`src/hw/rtl/mne_pkg.sv`:
```
`timescale 1ns / 1ps
// ----------------------------------------------------------------------------
// mne_pkg: shared types and constants of the mesh normal engine
// Word layouts of both channels, store entry layout and fixed-point limits.
// ----------------------------------------------------------------------------
package mne_pkg;

    localparam int VERTEX_COUNT = 1024;
    localparam int IDX_W        = $clog2(VERTEX_COUNT);
    localparam int POS_W        = 24;
    localparam int NRM_W        = 16;
    localparam int VEC_W        = 52;
    localparam int ONE_Q14      = 16384;

    typedef logic [IDX_W-1:0] vidx_t;

    typedef enum logic [1:0] {
        FUNC_LOAD = 2'd0,
        FUNC_TRI  = 2'd1,
        FUNC_READ = 2'd2,
        FUNC_NOP  = 2'd3
    } func_t;

    typedef struct packed {
        logic [1:0]              func;
        logic [9:0]              first_index;
        logic [9:0]              second_index;
        logic [9:0]              third_index;
        logic signed [POS_W-1:0] pos_x;
        logic signed [POS_W-1:0] pos_y;
        logic signed [POS_W-1:0] pos_z;
    } in_word_t;

    typedef struct packed {
        logic signed [NRM_W-1:0] norm_x;
        logic signed [NRM_W-1:0] norm_y;
        logic signed [NRM_W-1:0] norm_z;
        logic                    degenerate;
    } out_word_t;

    // one store entry: a position (Q11.12) or a normal sum (Q9.14)
    typedef struct packed {
        logic signed [POS_W-1:0] x;
        logic signed [POS_W-1:0] y;
        logic signed [POS_W-1:0] z;
    } trip_t;

    // vector handed to the normalizer, two's complement per component
    typedef logic [2:0][VEC_W-1:0] vec3_t;

    // reduce an index to the vertex range
    function automatic vidx_t pick_vertex(input logic [9:0] idx);
        return vidx_t'(32'(idx) % VERTEX_COUNT);
    endfunction

endpackage

```
`src/hw/rtl/mne_normalize.sv`:
```
`timescale 1ns / 1ps
// ----------------------------------------------------------------------------
// mne_normalize: iterative vector normalizer
// Scales a 3-vector to 30-bit magnitudes, sums squares on one multiplier,
// takes a bit-pair square root and divides each component bit-serially.
// ----------------------------------------------------------------------------
module mne_normalize (
    input  logic              aclk,
    input  logic              aresetn,
    input  logic              start,
    input  mne_pkg::vec3_t    vec,
    output logic              done,
    output mne_pkg::out_word_t res
);
    import mne_pkg::*;

    localparam int MAG_W = VEC_W;
    localparam int SQ_W  = 62;
    localparam int REM_W = 47;
    localparam int LEN_W = 32;
    localparam int QUO_W = 15;

    typedef enum logic [2:0] {
        N_IDLE, N_SHIFT, N_SQUARE, N_SQRT, N_DSET, N_DIV
    } nstate_t;

    nstate_t              state_reg, state_next;
    logic [MAG_W-1:0]     mag_reg [3];
    logic [MAG_W-1:0]     mag_next [3];
    logic [2:0]           neg_reg, neg_next;
    logic [4:0]           cnt_reg, cnt_next;
    logic [1:0]           comp_reg, comp_next;
    logic [59:0]          prod_reg, prod_next;
    logic [SQ_W-1:0]      acc_reg, acc_next;
    logic [SQ_W-1:0]      root_reg, root_next;
    logic [REM_W-1:0]     rem_reg, rem_next;
    logic [QUO_W-1:0]     quo_reg, quo_next;
    out_word_t            res_reg, res_next;
    logic                 done_reg, done_next;

    logic [MAG_W-1:0]     in_mag [3];
    logic                 hi_any, all_zero;
    logic [29:0]          op_mag;
    logic [SQ_W-1:0]      sq_bit, sq_trial;
    logic [REM_W-1:0]     div_shift;
    logic                 div_take;
    logic [QUO_W-1:0]     quo_upd, quo_sat;
    logic signed [NRM_W-1:0] comp_val;

    // magnitudes of the incoming vector
    always_comb begin
        for (int i = 0; i < 3; i++) begin
            in_mag[i] = vec[i][VEC_W-1] ? (MAG_W'(0) - vec[i]) : vec[i];
        end
    end

    // datapath helpers
    always_comb begin
        hi_any   = (|mag_reg[0][MAG_W-1:30]) | (|mag_reg[1][MAG_W-1:30])
                 | (|mag_reg[2][MAG_W-1:30]);
        all_zero = (mag_reg[0] == '0) && (mag_reg[1] == '0) && (mag_reg[2] == '0);
        case (comp_reg)
            2'd0:    op_mag = mag_reg[0][29:0];
            2'd1:    op_mag = mag_reg[1][29:0];
            default: op_mag = mag_reg[2][29:0];
        endcase
        sq_bit    = SQ_W'(1) << {cnt_reg, 1'b0};
        sq_trial  = root_reg + sq_bit;
        div_shift = REM_W'(root_reg[LEN_W-1:0]) << cnt_reg[3:0];
        div_take  = (rem_reg >= div_shift);
        quo_upd   = quo_reg | (div_take ? (QUO_W'(1) << cnt_reg[3:0]) : '0);
        quo_sat   = (quo_upd > QUO_W'(ONE_Q14)) ? QUO_W'(ONE_Q14) : quo_upd;
        comp_val  = neg_reg[comp_reg] ? (NRM_W'(0) - NRM_W'(quo_sat)) : NRM_W'(quo_sat);
    end

    // sequencer
    always_comb begin
        state_next = state_reg;
        mag_next   = mag_reg;
        neg_next   = neg_reg;
        cnt_next   = cnt_reg;
        comp_next  = comp_reg;
        prod_next  = prod_reg;
        acc_next   = acc_reg;
        root_next  = root_reg;
        rem_next   = rem_reg;
        quo_next   = quo_reg;
        res_next   = res_reg;
        done_next  = 1'b0;
        case (state_reg)
            N_IDLE: begin
                if (start) begin
                    mag_next = in_mag;
                    for (int i = 0; i < 3; i++) neg_next[i] = vec[i][VEC_W-1];
                    state_next = N_SHIFT;
                end
            end
            N_SHIFT: begin
                if (all_zero) begin
                    res_next   = '{norm_x: '0, norm_y: '0, norm_z: '0, degenerate: 1'b1};
                    done_next  = 1'b1;
                    state_next = N_IDLE;
                end else if (hi_any) begin
                    for (int i = 0; i < 3; i++) mag_next[i] = mag_reg[i] >> 1;
                end else begin
                    comp_next  = 2'd0;
                    acc_next   = '0;
                    state_next = N_SQUARE;
                end
            end
            N_SQUARE: begin
                // multiply one component, add the previous product
                prod_next = op_mag * op_mag;
                if (comp_reg != 2'd0) acc_next = acc_reg + SQ_W'(prod_reg);
                if (comp_reg == 2'd3) begin
                    cnt_next   = 5'd30;
                    root_next  = '0;
                    state_next = N_SQRT;
                end else begin
                    comp_next = comp_reg + 2'd1;
                end
            end
            N_SQRT: begin
                if (acc_reg >= sq_trial) begin
                    acc_next  = acc_reg - sq_trial;
                    root_next = (root_reg >> 1) + sq_bit;
                end else begin
                    root_next = root_reg >> 1;
                end
                if (cnt_reg == 5'd0) begin
                    comp_next  = 2'd0;
                    state_next = N_DSET;
                end else begin
                    cnt_next = cnt_reg - 5'd1;
                end
            end
            N_DSET: begin
                // numerator: magnitude in Q14 plus half the length
                rem_next   = REM_W'({op_mag, 14'b0}) + REM_W'(root_reg[LEN_W-1:1]);
                quo_next   = '0;
                cnt_next   = 5'd14;
                state_next = N_DIV;
            end
            N_DIV: begin
                if (div_take) rem_next = rem_reg - div_shift;
                quo_next = quo_upd;
                if (cnt_reg == 5'd0) begin
                    case (comp_reg)
                        2'd0:    res_next.norm_x = comp_val;
                        2'd1:    res_next.norm_y = comp_val;
                        default: res_next.norm_z = comp_val;
                    endcase
                    if (comp_reg == 2'd2) begin
                        res_next.degenerate = 1'b0;
                        done_next  = 1'b1;
                        state_next = N_IDLE;
                    end else begin
                        comp_next  = comp_reg + 2'd1;
                        state_next = N_DSET;
                    end
                end else begin
                    cnt_next = cnt_reg - 5'd1;
                end
            end
            default: state_next = N_IDLE;
        endcase
    end

    // hold state and results
    always_ff @(posedge aclk) begin
        if (!aresetn) begin
            state_reg <= N_IDLE;
            done_reg  <= 1'b0;
        end else begin
            state_reg <= state_next;
            done_reg  <= done_next;
        end
        mag_reg  <= mag_next;
        neg_reg  <= neg_next;
        cnt_reg  <= cnt_next;
        comp_reg <= comp_next;
        prod_reg <= prod_next;
        acc_reg  <= acc_next;
        root_reg <= root_next;
        rem_reg  <= rem_next;
        quo_reg  <= quo_next;
        res_reg  <= res_next;
    end

    assign done = done_reg;
    assign res  = res_reg;

endmodule

```
`config.mk`:
```
export PLATFORM = sky130hd
export DESIGN_NAME = mne_normalize
export DESIGN_NICKNAME = d
export VERILOG_FILES = /design/src/hw/rtl/mne_pkg.sv /design/src/hw/rtl/mne_normalize.sv
export SDC_FILE = /design/constraint.sdc
export NUM_CORES = 2
export LEC_CHECK = 0
export ABC_AREA = 1
export BUFFER_PORTS_ARGS = -buffer_cell sky130_fd_sc_hd__buf_4
export CAP_MARGIN = 10
export CORE_ASPECT_RATIO = 1.4
export CORE_MARGIN = 2
export CORE_UTILIZATION = 41
export CTS_CLUSTER_DIAMETER = 30
export DETAILED_ROUTE_END_ITERATION = 16
export HOLD_SLACK_MARGIN = 0.02
export PLACE_DENSITY = 0.67
export SYNTH_ARGS = -nofsm -noshare
export SYNTH_HDL_FRONTEND = slang
export SYNTH_SLANG_ARGS = --single-unit
```
`constraint.sdc`:
```
create_clock -name aclk -period 10.9 [get_ports aclk]
set_input_delay 1.635 -clock aclk [delete_from_list [all_inputs] [get_ports aclk]]
set_output_delay 1.635 -clock aclk [all_outputs]
set_load 0.01 [all_outputs]
```
## Yosys cells after proc, flatten, opt, wreduce, memory -nomap -nowiden

Index checks and enable logic that the tools add are counted.

- Add/subtract/negate cells: 12
- $mul: 1
- Order comparisons: 4
- Eq/ne operators: 27
- Shift operators: 3
- Mux-type cells: 53
- Bitwise gates (word level): 3
- Reductions and logical operators: 33

Operators with widths:

| cell | number |
|---|---|
| 2-to-1 mux 156 bit | 3 |
| 2-to-1 mux 62 bit | 6 |
| case mux 156 bit (2 select lines) | 1 |
| case mux 62 bit (3 select lines) | 1 |
| logical NOT 52 bit | 3 |
| 2-to-1 mux 52 bit | 3 |
| subtractor 1 x 52 -> 52 bit, first input constant | 3 |
| case mux 62 bit (2 select lines) | 1 |
| 2-to-1 mux 49 bit | 2 |
| case mux 49 bit (2 select lines) | 1 |
| case mux 47 bit (2 select lines) | 1 |
| OR reduction 22 bit | 3 |
| 2-to-1 mux 16 bit | 4 |
| adder 61 x 62 -> 62 bit | 1 |
| adder 62 x 60 -> 62 bit | 1 |
| adder 62 bit | 1 |
| greater-or-equal comparator 62 bit | 1 |
| left shift 1 x 6 -> 62 bit, first input constant | 1 |
| subtractor 62 bit | 1 |
| multiplier 30 x 30 -> 60 bit | 1 |
| case mux 30 bit (2 select lines) | 1 |
| greater-or-equal comparator 47 bit | 1 |
| 2-to-1 mux 47 bit | 1 |
| left shift 32 x 4 -> 47 bit | 1 |
| other kinds (42) | 93 |

- Bits in registers: 465
- Output and inout port bits: 50
- Logic and storage cells: 153

## Logic depth before layout (Yosys ltp)

- Word-level depth: 11
- Gate-level depth with buffers: 45
- Gate-level depth less buffers: 41

## Least setup slack after synthesis

Ideal clock, no wire load.

- Path type: reg2reg
- From: register cnt_reg[1]
- To: register acc_reg[0], enable pin
- Arrival time: 9.421 ns
- Slack: 0.921 ns
- Cell stages (with the launch flop): 36
- Period minus slack after synthesis: 9.979 ns
- Path through: edfxtp_1 clkbuf_1 clkinv_1 clkbuf_1 ha_1 inv_1 nor2_1 inv_1 nor2_1 ha_1 ha_1 nand3_1 or2_0 nand2_1 a22oi_1 o21bai_1 nand2_1 o21ai_1 nand2_1 nand2_1 a21oi_1 o21ai_1 a21oi_1 o21bai_1 xnor2_1 ha_1 nand2_1 nor2_1 inv_1 nor2_1 inv_1 nor4_1 nand2_1 nand3_2 nor2_4 nor3_1

- Cells in the longest elaborated chain, start to end: 5

Ends and longest elaborated chain:

| element | RTL line | source |
|---|---|---|
| start: declaration | mne_normalize.sv:31 | `logic [4:0] cnt_reg, cnt_next;` |
| start signal: assignment | mne_normalize.sv:180 | `cnt_reg <= cnt_next;` |
| left shift 1 x 6 -> 62 bit | mne_normalize.sv:67 | `sq_bit = SQ_W'(1) << {cnt_reg, 1'b0};` |
| adder 62 bit | mne_normalize.sv:68 | `sq_trial = root_reg + sq_bit;` |
| greater-or-equal comparator 62 bit | mne_normalize.sv:124 | `if (acc_reg >= sq_trial) begin` |
| != test 2 bit (no source line) | -- |  |
| AND reduction 5 bit (no source line) | -- |  |
| end signal: assignment | mne_normalize.sv:183 | `acc_reg <= acc_next;` |
| end: declaration | mne_normalize.sv:34 | `logic [SQ_W-1:0] acc_reg, acc_next;` |

Every way passes these cells.
A chain may end at the register's enable or synchronous reset.

## Final worst setup path

- From: register comp_reg[1]
- To: register prod_reg[55] (data pin)

- Cells in the longest elaborated chain, start to end: 3

Ends and longest elaborated chain:

| element | RTL line | source |
|---|---|---|
| start: declaration | mne_normalize.sv:32 | `logic [1:0] comp_reg, comp_next;` |
| start signal: assignment | mne_normalize.sv:181 | `comp_reg <= comp_next;` |
| equality test 2 x 1 -> 1 bit or logical NOT 2 bit (tied branches) | mne_normalize.sv:62 | `case (comp_reg)` |
| case mux 30 bit (2 select lines) * | mne_normalize.sv:62 |  |
| multiplier 30 x 30 -> 60 bit * | mne_normalize.sv:113 | `prod_next = op_mag * op_mag;` |
| end signal: assignment | mne_normalize.sv:182 | `prod_reg <= prod_next;` |
| end: declaration | mne_normalize.sv:33 | `logic [59:0] prod_reg, prod_next;` |

Mark *: on every way between the ends. The rest lies on a longest branch, timed or not.

==> run summary <==
I/O Buffers: 208
Worst-path clk slew: 0.04 ns
Crit path DAT: 10.48 ns
Antenna violations before repair: 4
DR top layer: met5
Pre-antenna DRT Iters: 8
Max Root-Sink Buffers: 3
Fmax: 99.6 MHz
CP max stage delay: 0.67 ns
Slew margin rel.: 9.47%
Metal3 WL: 11500 um
Worst Max-Slew Pin Slew: 1.35 ns
Core Util, Final: 46.0%
Async S/R FF share, synth: 0%
First-pass GRT wire length: 354000 um
Average wire per standard cell: 20.6 um
Largest family of logic cells by synthesized area: adder cells
Area of the multi-input gates: 45700 um^2
Synthesized flop and latch total: 464
Skew-Pair Late Insertion Delay: 0.76 ns
CP Max Fanout: 18
Setup repair bufs after CTS: 0
Distinct cells, synth: 76
Crit start category: register
TritonCTS sink count: 464
# rows: 176
Overflow left after global routing: 0
Total number of vias: 60200
Number of flops mapped to enable cells by yosys: 460
GP Congestion: 0.976
Synth Warn #: 0
Cts repair resizes: 0
Fill cell count: 16300
Post-synthesis adder-cell area fraction: 30.3%
Mux cell area share after synthesis: 0.670%
Die area: 168000 um^2
Fin crit share: 92.1%
Fin. max-slew vios: 0
Wire length on met2: 114000 um
Setup Crit Path Kind: register to register
Final-report setup violation count: 0
Final Cell Area: 75300 um^2
Cts bufs inserted: 111
Setup TNS Final: 0 ns
Post-synthesis compound-gate area fraction: 13.6%
Seq/Total Area, Yosys: 20.6%
Synth top area share: 20.7%
Area grow syn2layout: 11.6%
Clock skew: 0.0884 ns
Period minus WS final: 10.04 ns
Most common flop cell mapped by yosys: edfxtp_1
Hold Vio Cnt, Final: 0
Max reg flops: 156
Vias per std cell: 5.34
Layout cells sized above 1: 6.83%
Slowest-stage cell, CP: a21oi_1
Crit path capture type: register
Pin count of the biggest net entering global routing: 125
WL met1: 89400 um
Nets: 10400
Root Buffer: clkbuf_16
Syn Inst Count: 8860
Status: completed
Xor/xnor share of the synthesized area: 4.32%
# hold bufs at CTS: 0
Simple-gate share of the synthesized area: 18.8%
Synth area leader: fa_1
Most numerous cell on the critical path: inv_1
GRT Total Usage: 27.3%
Crit path buffers/inverters: 11
Synth Cell Area: 67400 um^2
Register area: 13900 um^2
Residual DRC: 0
Syn avg cell area: 7.61 um^2
DP Area: 71400 um^2
Initial Utilization: 41.2%
CTS tree: built
Syn Nets: 10200
H-tree levels: 3
First DRT Iteration DRCs: 4520
Worst hold-check path type: register to register
Top cells by area, synth: fa_1, edfxtp_1, inv_1
Ports: 209
Final wirelength: 231000 um
Core area: 164000 um^2
HPWL after DPL: 194000 um
RSZ-0062 raised after global routing: false
Die Ht: 484 um
Post-DRT Antenna Nets: 0
Cell family with most CP delay: adder cells
MaxCap Viol Count: 0
Number of global-route vias before repair: 62200
Required time of the critical path: 11.34 ns
Die Width: 347 um
Final hold slack: 0.555 ns
-- final cells by class --
cell class	count	share of cell area, %
clock inverters	83	1.36
clock buffers	122	3.74
flip-flops and latches	464	18.5
repair buffers	282	2.83
diodes	2	0.00665
well taps	2136	3.55
multi-input cells	6299	60.7
inverters	1871	9.33
-- synthesized netlist by cell type, types with 14 or more instances --
| master | count |
|---|---|
| inv_2 | 15 |
| o21a_1 | 33 |
| a21boi_0 | 16 |
| xor2_1 | 215 |
| xnor2_1 | 118 |
| a21o_1 | 25 |
| a22o_1 | 17 |
| o211ai_1 | 14 |
| mux2i_1 | 44 |
| nor3_1 | 106 |
| buf_1 | 38 |
| fa_1 | 699 |
| o21ai_1 | 38 |
| and3_1 | 17 |
| o21bai_1 | 24 |
| nor2_1 | 721 |
| a21oi_1 | 640 |
| nand4_1 | 49 |
| nor4_1 | 71 |
| o22ai_1 | 19 |
| clkbuf_1 | 172 |
| edfxtp_1 | 460 |
| a31oi_1 | 108 |
| o21ai_0 | 629 |
| o31ai_1 | 19 |
| nand2_4 | 14 |
| or2_2 | 56 |
| inv_1 | 1853 |
| nand3_1 | 180 |
| nand2_1 | 1768 |
| ha_1 | 516 |
-- worst paths after layout --
kind | from | endpoint | slack (ns) | cells after the start
worst min-delay path | mag_reg[37] | mag_reg[36] | 0.56 | 2
worst min register to register | mag_reg[37] | mag_reg[36] | 0.56 | 2
worst max-delay path | comp_reg[1] | prod_reg[55] | 0.86 | 37
worst max register to register | comp_reg[1] | prod_reg[55] | 0.86 | 37
-- placed cells by master (no fill, tap or decap), types with 17 or more instances in the layout --
master / synthesis / routed
nor2_1: 721 / 716
clkinvlp_4: 0 / 22
fa_1: 699 / 699
a21oi_1: 640 / 636
nor3_1: 106 / 105
or2_2: 56 / 56
ha_1: 516 / 516
nand4_1: 49 / 49
edfxtp_1: 460 / 460
o22ai_1: 19 / 19
a22o_1: 17 / 17
a31oi_1: 108 / 108
clkbuf_16: 0 / 111
o21ai_1: 38 / 38
o21a_1: 33 / 33
nand2_1: 1768 / 1767
mux2i_1: 44 / 44
a21o_1: 25 / 25
and3_1: 17 / 17
inv_1: 1853 / 1852
xor2_1: 215 / 215
nor4_1: 71 / 70
o21bai_1: 24 / 24
o21ai_0: 629 / 628
o31ai_1: 19 / 19
buf_4: 0 / 281
xnor2_1: 118 / 118
nand3_1: 180 / 177
-- routing by layer --
metal / vias up / GRT usage (%)
met5: - / 0
met4: 4 / 17.5
met3: 589 / 2.93
met2: 2057 / 48.0
met1: 28800 / 31.5
li1: 28700 / -
-- tightest hold or removal path, stage by stage, from the launching register on --
cell      delay, ns
edfxtp_1       0.33
nand2_1        0.05
o21ai_0        0.06
-- per-stage QoR --
step | cells | setup slack [ns]
final | 11300 | 0.857
after global placement | 11100 | 1.18
after detailed placement | 11100 | 1.01
after CTS | 11300 | 0.947
after global routing | 11300 | 0.422
after floorplan | 8860 | 0.921
-- cells by family after synthesis --
logic type / Yosys count
simple gates: 3047
buf+inv: 2097
compound gates: 1659
fa+ha+maj: 1215
flops: 464
xor+xnor: 333
mux: 45
Power is not shown: default switching activity piles up to over one toggle a cycle in this logic, so the estimate is an artifact.
